===== config.mk =====
export PLATFORM = sky130hd
export DESIGN_NAME = cursor_move_sequence_encoder
export DESIGN_NICKNAME = d
export VERILOG_FILES = /design/src/rtl/cmse_pkg.sv /design/src/rtl/cmse_datapath.sv /design/src/rtl/cmse_ctrl.sv /design/src/rtl/cursor_move_sequence_encoder.sv
export VERILOG_INCLUDE_DIRS = /design/src /design/src/rtl
export SDC_FILE = /design/constraint.sdc
export NUM_CORES = 1
export LEC_CHECK = 0
export BUFFER_PORTS_ARGS = -buffer_cell sky130_fd_sc_hd__buf_2
export CORE_MARGIN = 2
export CORE_UTILIZATION = 63
export DETAILED_ROUTE_END_ITERATION = 8
export PLACE_DENSITY = 0.83
export REMOVE_ABC_BUFFERS = 1
export SYNTH_ARGS = -nofsm -noshare
export SYNTH_HDL_FRONTEND = slang
export SYNTH_SLANG_ARGS = --single-unit

===== constraint.sdc =====
create_clock -name clk -period 8.1 [get_ports clk]
set_input_delay 1.215 -clock clk [delete_from_list [all_inputs] [get_ports clk]]
set_output_delay 1.215 -clock clk [all_outputs]
set_load 0.02 [all_outputs]

===== src/rtl/cursor_move_sequence_encoder_assert.svh =====
// assertion macros used by the cursor move sequence encoder datapath
`ifndef CURSOR_MOVE_SEQUENCE_ENCODER_ASSERT_SVH
`define CURSOR_MOVE_SEQUENCE_ENCODER_ASSERT_SVH

// same-cycle implication, checked outside reset
`define CMSE_ASSERT_SAME(lbl, ck, rn, ante, cons, msg) \
    lbl: assert property (@(posedge ck) disable iff (!rn) (ante) |-> (cons)) \
        else $error(msg);

// next-cycle implication, checked outside reset
`define CMSE_ASSERT_NEXT(lbl, ck, rn, ante, cons, msg) \
    lbl: assert property (@(posedge ck) disable iff (!rn) (ante) |=> (cons)) \
        else $error(msg);

`endif


===== src/rtl/cmse_pkg.sv =====
// ---------------------------------------------------------------------------
// cmse_pkg
// shared types and constants of the cursor move sequence encoder
// ---------------------------------------------------------------------------
package cmse_pkg;

    localparam int DEFAULT_MAX_DIGITS = 4;
    localparam int VAL_W              = 14;
    localparam int BYTE_W             = 8;
    localparam int DIGIT_W            = 4;

    // v / 10 == (v * DIV10_MUL) >> DIV10_SHIFT for every 14-bit v
    localparam int DIV10_MUL_W        = 16;
    localparam int DIV10_SHIFT        = 19;
    localparam logic [DIV10_MUL_W-1:0] DIV10_MUL = 16'd52429;

    localparam logic [BYTE_W-1:0] ESC_BYTE   = 8'd27;
    localparam logic [BYTE_W-1:0] ASCII_LBR  = 8'h5B;
    localparam logic [BYTE_W-1:0] ASCII_SEMI = 8'h3B;
    localparam logic [BYTE_W-1:0] ASCII_H    = 8'h48;
    localparam logic [BYTE_W-1:0] ASCII_ZERO = 8'h30;

    // largest value that fits in n decimal digits
    function automatic logic [31:0] digit_limit(input int n);
        logic [31:0] lim;
        lim = 32'd1;
        for (int k = 0; k < n; k++)
        begin
            lim = lim * 32'd10;
        end
        return lim - 32'd1;
    endfunction

    typedef enum logic [2:0] {
        SEL_ESC,
        SEL_LBR,
        SEL_DIGIT,
        SEL_SEMI,
        SEL_H
    } byte_sel_t;

    typedef enum logic [3:0] {
        ST_IDLE,
        ST_ESC,
        ST_LBR,
        ST_ROW_CONV,
        ST_ROW_EMIT,
        ST_SEMI,
        ST_COL_CONV,
        ST_COL_EMIT,
        ST_FIN
    } state_t;

    typedef struct packed {
        logic      load;      // capture row and column
        logic      load_col;  // move saturated column into the work value
        logic      conv;      // peel one decimal digit
        logic      pop;       // drop the leading digit after emitting it
        logic      emit;      // load the output register
        byte_sel_t sel;
    } dp_cmd_t;

    typedef struct packed {
        logic out_free;   // output register can take a byte this cycle
        logic conv_done;  // this conversion step is the final one
        logic pop_last;   // one digit left in the stack
    } dp_status_t;

endpackage


===== src/rtl/cmse_datapath.sv =====
// ---------------------------------------------------------------------------
// cmse_datapath
// digit conversion, digit stack and output register
// ---------------------------------------------------------------------------
`include "cursor_move_sequence_encoder_assert.svh"

module cmse_datapath #(
    parameter int MAX_DIGITS = cmse_pkg::DEFAULT_MAX_DIGITS
) (
    input  logic                            clk,
    input  logic                            rst_n,
    input  logic [cmse_pkg::VAL_W-1:0]      row,
    input  logic [cmse_pkg::VAL_W-1:0]      column,
    input  cmse_pkg::dp_cmd_t               cmd,
    output cmse_pkg::dp_status_t            status,
    input  logic                            seq_ready,
    output logic                            seq_valid,
    output logic [cmse_pkg::BYTE_W-1:0]     seq_byte,
    output logic                            last
);

    localparam int CNT_W = $clog2(MAX_DIGITS + 1);
    localparam logic [31:0] LIMIT = cmse_pkg::digit_limit(MAX_DIGITS);
    localparam int VW = cmse_pkg::VAL_W;
    localparam int PROD_W = VW + cmse_pkg::DIV10_MUL_W;

    logic [VW-1:0]                     value_reg;
    logic [VW-1:0]                     col_reg;
    logic [cmse_pkg::DIGIT_W-1:0]      digit_reg [MAX_DIGITS];
    logic [CNT_W-1:0]                  cnt_reg;
    logic                              valid_reg;
    logic [cmse_pkg::BYTE_W-1:0]       byte_reg;
    logic                              last_reg;

    logic [VW-1:0]                     row_sat;
    logic [VW-1:0]                     col_sat;
    logic [PROD_W-1:0]                 prod;
    logic [VW-1:0]                     quot;
    logic [VW-1:0]                     rem;
    logic [cmse_pkg::BYTE_W-1:0]       byte_next;

    assign row_sat = (32'(row) > LIMIT) ? LIMIT[VW-1:0] : row;
    assign col_sat = (32'(col_reg) > LIMIT) ? LIMIT[VW-1:0] : col_reg;

    // divide by ten through the reciprocal, remainder by shift-add
    assign prod = PROD_W'(value_reg) * PROD_W'(cmse_pkg::DIV10_MUL);
    assign quot = VW'(prod >> cmse_pkg::DIV10_SHIFT);
    assign rem  = value_reg - VW'((quot << 3) + (quot << 1));

    assign status.out_free  = !valid_reg || seq_ready;
    assign status.conv_done = (quot == '0) || (cnt_reg == CNT_W'(MAX_DIGITS - 1));
    assign status.pop_last  = (cnt_reg == CNT_W'(1));

    always_comb
    begin
        case (cmd.sel)
            cmse_pkg::SEL_ESC:   byte_next = cmse_pkg::ESC_BYTE;
            cmse_pkg::SEL_LBR:   byte_next = cmse_pkg::ASCII_LBR;
            cmse_pkg::SEL_DIGIT: byte_next = cmse_pkg::ASCII_ZERO
                                             + cmse_pkg::BYTE_W'(digit_reg[0]);
            cmse_pkg::SEL_SEMI:  byte_next = cmse_pkg::ASCII_SEMI;
            cmse_pkg::SEL_H:     byte_next = cmse_pkg::ASCII_H;
            default:             byte_next = cmse_pkg::ESC_BYTE;
        endcase
    end

    always_ff @(posedge clk or negedge rst_n)
    begin
        if (!rst_n)
        begin
            cnt_reg   <= '0;
            valid_reg <= 1'b0;
        end
        else
        begin
            if (cmd.load)
            begin
                cnt_reg <= '0;
            end
            else if (cmd.conv)
            begin
                cnt_reg <= cnt_reg + CNT_W'(1);
            end
            else if (cmd.pop)
            begin
                cnt_reg <= cnt_reg - CNT_W'(1);
            end

            if (cmd.emit)
            begin
                valid_reg <= 1'b1;
            end
            else if (seq_ready)
            begin
                valid_reg <= 1'b0;
            end
        end
    end

    // payload registers, no reset
    always_ff @(posedge clk)
    begin
        if (cmd.load)
        begin
            value_reg <= row_sat;
            col_reg   <= column;
        end
        else if (cmd.load_col)
        begin
            value_reg <= col_sat;
        end
        else if (cmd.conv)
        begin
            value_reg <= quot;
        end

        // digit stack: push at the top while converting, pop from the top
        if (cmd.conv)
        begin
            digit_reg[0] <= cmse_pkg::DIGIT_W'(rem);
            for (int i = 1; i < MAX_DIGITS; i++)
            begin
                digit_reg[i] <= digit_reg[i-1];
            end
        end
        else if (cmd.pop)
        begin
            for (int i = 0; i < MAX_DIGITS - 1; i++)
            begin
                digit_reg[i] <= digit_reg[i+1];
            end
        end

        if (cmd.emit)
        begin
            byte_reg <= byte_next;
            last_reg <= (cmd.sel == cmse_pkg::SEL_H);
        end
    end

    assign seq_valid = valid_reg;
    assign seq_byte  = byte_reg;
    assign last      = last_reg;

    `CMSE_ASSERT_SAME(a_emit_free, clk, rst_n, cmd.emit, status.out_free, "emit into a full output register")
    `CMSE_ASSERT_SAME(a_pop_nonempty, clk, rst_n, cmd.pop, cnt_reg != '0, "pop from an empty digit stack")
    `CMSE_ASSERT_SAME(a_conv_room, clk, rst_n, cmd.conv, cnt_reg < CNT_W'(MAX_DIGITS), "digit stack overflow")
    `CMSE_ASSERT_NEXT(a_conv_count, clk, rst_n, cmd.conv && !cmd.load, cnt_reg == CNT_W'($past(cnt_reg) + CNT_W'(1)), "digit count did not advance")

endmodule


===== src/rtl/cmse_ctrl.sv =====
// ---------------------------------------------------------------------------
// cmse_ctrl
// sequencer that steps through the bytes of one cursor move sequence
// ---------------------------------------------------------------------------
module cmse_ctrl (
    input  logic                  clk,
    input  logic                  rst_n,
    input  logic                  cmd_valid,
    output logic                  cmd_ready,
    input  cmse_pkg::dp_status_t  status,
    output cmse_pkg::dp_cmd_t     cmd
);

    cmse_pkg::state_t state_reg;
    cmse_pkg::state_t state_next;

    always_ff @(posedge clk or negedge rst_n)
    begin
        if (!rst_n)
        begin
            state_reg <= cmse_pkg::ST_IDLE;
        end
        else
        begin
            state_reg <= state_next;
        end
    end

    always_comb
    begin
        state_next   = state_reg;
        cmd          = '0;
        cmd.sel      = cmse_pkg::SEL_ESC;
        cmd_ready    = 1'b0;
        case (state_reg)
            cmse_pkg::ST_IDLE:
            begin
                cmd_ready = 1'b1;
                if (cmd_valid)
                begin
                    cmd.load   = 1'b1;
                    state_next = cmse_pkg::ST_ESC;
                end
            end
            cmse_pkg::ST_ESC:
            begin
                if (status.out_free)
                begin
                    cmd.emit   = 1'b1;
                    cmd.sel    = cmse_pkg::SEL_ESC;
                    state_next = cmse_pkg::ST_LBR;
                end
            end
            cmse_pkg::ST_LBR:
            begin
                if (status.out_free)
                begin
                    cmd.emit   = 1'b1;
                    cmd.sel    = cmse_pkg::SEL_LBR;
                    state_next = cmse_pkg::ST_ROW_CONV;
                end
            end
            cmse_pkg::ST_ROW_CONV:
            begin
                cmd.conv = 1'b1;
                if (status.conv_done)
                begin
                    state_next = cmse_pkg::ST_ROW_EMIT;
                end
            end
            cmse_pkg::ST_ROW_EMIT:
            begin
                if (status.out_free)
                begin
                    cmd.emit = 1'b1;
                    cmd.pop  = 1'b1;
                    cmd.sel  = cmse_pkg::SEL_DIGIT;
                    if (status.pop_last)
                    begin
                        state_next = cmse_pkg::ST_SEMI;
                    end
                end
            end
            cmse_pkg::ST_SEMI:
            begin
                if (status.out_free)
                begin
                    cmd.emit     = 1'b1;
                    cmd.load_col = 1'b1;
                    cmd.sel      = cmse_pkg::SEL_SEMI;
                    state_next   = cmse_pkg::ST_COL_CONV;
                end
            end
            cmse_pkg::ST_COL_CONV:
            begin
                cmd.conv = 1'b1;
                if (status.conv_done)
                begin
                    state_next = cmse_pkg::ST_COL_EMIT;
                end
            end
            cmse_pkg::ST_COL_EMIT:
            begin
                if (status.out_free)
                begin
                    cmd.emit = 1'b1;
                    cmd.pop  = 1'b1;
                    cmd.sel  = cmse_pkg::SEL_DIGIT;
                    if (status.pop_last)
                    begin
                        state_next = cmse_pkg::ST_FIN;
                    end
                end
            end
            cmse_pkg::ST_FIN:
            begin
                if (status.out_free)
                begin
                    cmd.emit   = 1'b1;
                    cmd.sel    = cmse_pkg::SEL_H;
                    state_next = cmse_pkg::ST_IDLE;
                end
            end
            default:
            begin
                state_next = cmse_pkg::ST_IDLE;
            end
        endcase
    end

endmodule


===== src/rtl/cursor_move_sequence_encoder.sv =====
// ---------------------------------------------------------------------------
// cursor_move_sequence_encoder
// turns a row/column pair into the ESC [ row ; column H byte sequence
// ---------------------------------------------------------------------------
// Usage:
//   A row/column pair is transferred on the cmd channel (cmd_valid/cmd_ready).
//   The bytes come out one per transfer on the seq channel (seq_valid /
//   seq_ready): ESC, '[', row digits, ';', column digits, 'H'. last is high on
//   the 'H' byte only. Numbers carry no leading zeros; values above
//   10^MAX_DIGITS-1 are written as that value.
//   cmd_ready is high only while no sequence is in progress; the next pair is
//   taken as soon as the 'H' byte sits in the output register.
//   ESC is loaded into the output register from the ESC state, which the
//   sequencer enters when the pair is transferred.
//   Each digit passes through the divide-by-ten step and is then emitted
//   from the digit stack.
//   A stall on seq_ready holds the byte in the output register and holds
//   the sequencer before its next byte; nothing is dropped.
//   Reset clears the sequencer and the output valid; no pair is pending.
// ---------------------------------------------------------------------------
module cursor_move_sequence_encoder #(
    parameter int MAX_DIGITS = cmse_pkg::DEFAULT_MAX_DIGITS
) (
    input  logic                          clk,
    input  logic                          rst_n,
    input  logic                          cmd_valid,
    output logic                          cmd_ready,
    input  logic [cmse_pkg::VAL_W-1:0]    row,
    input  logic [cmse_pkg::VAL_W-1:0]    column,
    output logic                          seq_valid,
    input  logic                          seq_ready,
    output logic [cmse_pkg::BYTE_W-1:0]   seq_byte,
    output logic                          last
);

    cmse_pkg::dp_cmd_t    cmd;
    cmse_pkg::dp_status_t status;

    cmse_ctrl u_ctrl (
        .clk       (clk),
        .rst_n     (rst_n),
        .cmd_valid (cmd_valid),
        .cmd_ready (cmd_ready),
        .status    (status),
        .cmd       (cmd)
    );

    cmse_datapath #(
        .MAX_DIGITS (MAX_DIGITS)
    ) u_datapath (
        .clk       (clk),
        .rst_n     (rst_n),
        .row       (row),
        .column    (column),
        .cmd       (cmd),
        .status    (status),
        .seq_ready (seq_ready),
        .seq_valid (seq_valid),
        .seq_byte  (seq_byte),
        .last      (last)
    );

endmodule

* After elaboration in Yosys (flattened, before gate mapping)
Memory sizes are Yosys's and may differ from the RTL's. Cells that the tools add are included.
Storage, ports and cells: flip-flop bits (word level) 45, memory bits (writable) 16, bits of input ports 32, memories 1
Memory list:
- u_datapath.digit_reg | words 4, bits a word 4, rd ports 4, clocked after Yosys merged registers in 0, write ports 4, RTL line cmse_datapath.sv:29 | logic [cmse_pkg::DIGIT_W-1:0] digit_reg [MAX_DIGITS];
Operators by class: $add $sub $neg 5, $mul 1, order comparisons 2, eq/ne operators 25, muxes and demuxes 44, bitwise gates (word level) 3, reduce and logical (&&, ||, !) cells 11
Operators by type and width (number):
- 4-bit 2-to-1 mux | 18
- 14-bit 2-to-1 mux | 5
- 4-bit one-hot mux with 9 select lines | 1
- 8-bit one-hot mux with 4 select lines | 1
- 14-bit by 16-bit multiplier with 30-bit output, second input constant | 1
- 14-bit greater-than comparator, second input constant | 2
- 2-bit inequality test, second input constant | 11
- 4-bit one-hot mux with 5 select lines | 1
- 4-bit by 3-bit equality test with 1-bit output, second input constant | 4
- 14-bit zero test | 1
- 1-bit 2-to-1 mux | 14
- 11-bit AND reduction | 1
- 3-bit by 2-bit equality test with 1-bit output, second input constant | 3
- 3-bit 2-to-1 mux | 3
- 4-bit by 2-bit equality test with 1-bit output, second input constant | 2
- 6-bit by 4-bit adder with 7-bit output, first input constant | 1
- 3-bit by 1-bit equality test with 1-bit output, second input constant | 2
- 3-bit nonzero test | 2
- 5-bit 2-to-1 mux | 1
- 4-bit adder | 1
- 4-bit by 1-bit equality test with 1-bit output, second input constant | 1
- 4-bit equality test, second input constant | 1
- 4-bit zero test | 1
- 2-bit OR reduction | 2
- 8 further kinds | 11

* Logic depth before layout (Yosys ltp)
depth after elaboration 8, mapped depth 23, depth with buffers taken out 23

* By module
A second synthesis with hierarchy kept.
Unflattened totals: cells, all modules 577, area total of the unflattened synthesis 6379.9 um^2
By module, submodules not included:
- cmse_datapath | times used 1, cells each 531, area an instance 5950.7 um^2, sequential area each 1661.6 um^2
- cmse_ctrl | times used 1, cells each 46, area an instance 429.2 um^2, sequential area each 100.1 um^2

* Worst setup path after synthesis
Ideal clock, no wire load.
kind flip-flop to flip-flop, start point register u_datapath.value_reg[12], end point memory u_datapath.digit_reg[0][3] in the netlist's numbering, data pin, setup time 0.268 ns, arrival time 5.563 ns, slack 2.269 ns, cell stages (with the launch flop) 22, path buffers 0, clock period less this slack 5.831 ns, cell sequence edfxtp_1 inv_1 ha_1 fa_1 fa_1 fa_1 inv_1 fa_1 inv_1 fa_1 inv_1 ha_1 and3_4 nor3b_1 nand2b_2 or4_1 o211ai_2 ha_1 xor2_1 xnor2_1 xnor2_1 o21ai_0
RTL lines:
- start, declared | RTL line cmse_datapath.sv:27 | logic [VW-1:0] value_reg;
- start signal, assigned | RTL line cmse_datapath.sv:105 | value_reg <= row_sat;
- start signal, assigned | RTL line cmse_datapath.sv:110 | value_reg <= col_sat;
- start signal, assigned | RTL line cmse_datapath.sv:114 | value_reg <= quot;
- end, declared | RTL line cmse_datapath.sv:29

==> metrics.yaml <==
status: "finished, final reports clean"
clk_pin_slew_ns: 0.09
hold_buffers: 0
die_x_um: 104
synthFlopType: "edfxtp_1"
core_mm2: 0.00977
cap_viol_max_count: 0
rsz0062_at_grt: "false"
clkLatencyLatePin_ns: 0.34
finClkSkew_ns: 0.0188
ys_types: 78
layout-drive-gt1-share: 0.150
row_count: 36
clockRootBuffer: "clkbuf_8"
io_buffer_count: 41
avgSynthCellArea_um2: 10.9
routed_wl_um: 14300
fin_crit_ns: 6.24
grt_max_degree: 25
critical_path.max_stage_delay_ns: 0.59
ios: 43
fin_crit_sh: 0.770
syn_inst: 583
final_cells: 765
antenna_found_initial: 0
ant_nets: 0
final_hold_viol_count: 0
tns_ns: 0
cts_buffers: 9
tightest_slew_ns: 0.987
h-tree-depth: 3
synth_top_area_frac: 0.246
synth_top_cell_by_area: "edfxtp_1"
dieArea_mm2: 0.0109
max_freq_mhz: 160
syn2layout_area_growth_pct: 8.42
dp.cells: 749
synth_edf_count: 52
end_kind: "register"
crit_slowest_cell: "fa_1"
nets: 824
clock-sinks: 60
fill_cells: 694
grt_pass1_wl_um: 23800
cts_buffer_depth: 2
hpwl_um: 11900
path_cells: "ha_1 > inv_1 > fa_1 > fa_1 > fa_1 > inv_1 > fa_1 > inv_1 > fa_1 > inv_1 > ha_1 > and3_4 > nor3b_1 > nand2b_2 > or4_1 > o211ai_2 > ha_1 > xor2_1 > xnor2_1 > xnor2_1 > o21ai_0"
setup_viol: 0
startpoint_type: "register"
drt-pass1-iter-count: 8
crit_required_ns: 8.17
die_h_um: 104
cts_setup_buffers: 0
cpMostUsedCell: "fa_1"
async_flop_share: 0.133
largest_reg_flops: 16
min_path_cells: 0
cts.repair.resized: 0
grt_usage: 0.280
wire_per_inst_um: 18.7
worstSetupPathType: "register to register"
vias_per_cell: 5.85
drtIter0Drc: 399
worst-r2r-setup-slack_ns: 1.86
r2r_start: "u_datapath.value_reg[8]$_DFFE_PP_"
yosysSeqAreaShare: 0.278
grt_pass1_vias: 4829
r2r_cells: 21
cts_tree: "yes"
crit_end: "u_datapath.digit_reg[0][3]$_DFFE_PP_"
drc: 0
maxSlewViolCount: 0
overflow: 0
crit_path_max_fanout: 5
n_antenna_cell: 0
start_util: 0.649
yosys_warnings: 0
synth.ff_latch_count: 60
relSlewSlack: 0.337
rr_endpoint: "u_datapath.digit_reg[0][3]$_DFFE_PP_"
crit_arrival_ns: 6.31
ys_top_cells_by_area: "edfxtp_1 25%, ha_1 22%, fa_1 17%"
routabilityCongestion: 0.961
crit_start: "u_datapath.value_reg[8]$_DFFE_PP_"
syn-cell-area_mm2: 0.00635
hp-class: "register to register"
num_vias: 4474
-- cells in the mapped netlist (2+ instances only) --
library cell / instances
o31a_1: 3
a21o_2: 2
nand3_2: 2
mux2_2: 8
a22o_1: 3
clkbuf_1: 5
edfxtp_1: 52
nor2_1: 18
o211ai_1: 4
xnor2_1: 9
a22oi_1: 2
xor2_1: 9
a222oi_1: 3
nand4_1: 2
a21oi_1: 19
nor4_1: 5
o32ai_1: 2
o21ai_1: 5
nor2b_1: 4
nand3_1: 7
nand2b_1: 8
or2_2: 3
nor3_1: 8
fa_1: 54
a21o_1: 4
ha_1: 111
o211ai_2: 2
o21a_1: 4
or3_1: 5
buf_4: 2
o22ai_1: 2
nor3_2: 2
nor3b_1: 2
a31oi_1: 2
o21ai_0: 23
inv_1: 116
dfrtp_1: 8
a221oi_1: 2
and2_1: 2
and3_4: 2
nand2_1: 20
-- how the worst min path moves through the flow --
stage | from | to | slack (ns)
after floorplan | u_datapath.digit_reg[2][0]$_DFFE_PP_ | u_datapath.digit_reg[3][0]$_DFFE_PN_ | 0.42
after global placement | u_datapath.digit_reg[2][3]$_DFFE_PP_ | u_datapath.digit_reg[3][3]$_DFFE_PN_ | 0.43
final | u_datapath.digit_reg[2][2]$_DFFE_PP_ | u_datapath.digit_reg[3][2]$_DFFE_PN_ | 0.46
after global routing | u_datapath.digit_reg[2][3]$_DFFE_PP_ | u_datapath.digit_reg[3][3]$_DFFE_PN_ | 0.47
after detailed placement | u_datapath.digit_reg[2][2]$_DFFE_PP_ | u_datapath.digit_reg[3][2]$_DFFE_PN_ | 0.44
after CTS | u_datapath.digit_reg[2][3]$_DFFE_PP_ | u_datapath.digit_reg[3][3]$_DFFE_PN_ | 0.46
-- critical path: cells and delay by family (launching register included) --
family / cells / cell delay [ns]
compound gates: 2 / 0.28
xor+xnor: 3 / 0.50
fa+ha+maj: 8 / 3.47
buf+inv: 4 / 0.22
flops: 1 / 0.48
simple gates: 4 / 1.01
-- final cells by class --
| cell class | instances | area, um2 | share of cell area |
|---|---|---|---|
| clock buffer | 9 | 124 | 0.0180 |
| multi-input combinational | 398 | 4110 | 0.597 |
| clock inverter | 7 | 75.1 | 0.0109 |
| inverter | 116 | 435 | 0.0633 |
| tap | 133 | 166 | 0.0242 |
| sequential | 60 | 1760 | 0.256 |
| timing repair buffer | 42 | 213 | 0.0309 |
-- cell usage in the layout, fill, tap and decap left out, drive strengths merged, types with 4 or more instances in the layout --
cell / Yosys / layout
fa: 54 / 54
nand2b: 9 / 9
edfxtp: 52 / 52
a21oi: 19 / 19
nor4: 6 / 6
xor2: 10 / 10
nor2: 18 / 18
o21ai: 29 / 29
a21o: 6 / 6
nand3: 9 / 9
xnor2: 10 / 10
clkinv: 0 / 5
nor3: 10 / 10
or2: 4 / 4
ha: 111 / 111
and2: 4 / 4
o21a: 4 / 4
dfrtp: 8 / 8
nand2: 20 / 20
or3: 5 / 5
nor2b: 4 / 4
inv: 116 / 117
mux2: 9 / 9
buf: 4 / 42
o211ai: 6 / 6
clkbuf: 5 / 9
-- logic make-up (layout without fill, tap and decap cells) --
kind of cell	after synthesis	in the layout	share of synthesized area
compound gates	100	100	0.118
xor+xnor	20	20	0.0300
fa+ha+maj	165	165	0.389
buf+inv	125	174	0.0763
flops	60	60	0.278
mux	10	10	0.0175
other cells	1	1	0.000591
simple gates	102	102	0.0913
-- stage by stage --
| step | worst slack [ns] | area [um2] | hold WS, ns | utilization |
|---|---|---|---|---|
| after global placement | 2.00 | 6680 | 0.430 | 0.684 |
| after CTS | 1.85 | 6880 | 0.459 | 0.704 |
| after detailed placement | 1.90 | 6680 | 0.438 | 0.684 |
| final | 1.86 | 6880 | 0.458 | 0.704 |
| after global routing | 1.56 | 6880 | 0.475 | 0.704 |
| after floorplan | 2.22 | 6300 | 0.420 | - |
-- layer usage --
layer	wire [um]	track usage	up-vias
met5	0	0	-
met4	572	0.117	0
met3	550	0.0351	46
met2	7400	0.500	147
met1	5750	0.342	2165
li1	-	-	2116
Power is left out: the tool's default activity adds up to more than one toggle a clock period on the data nets, which glitch-free logic cannot reach.
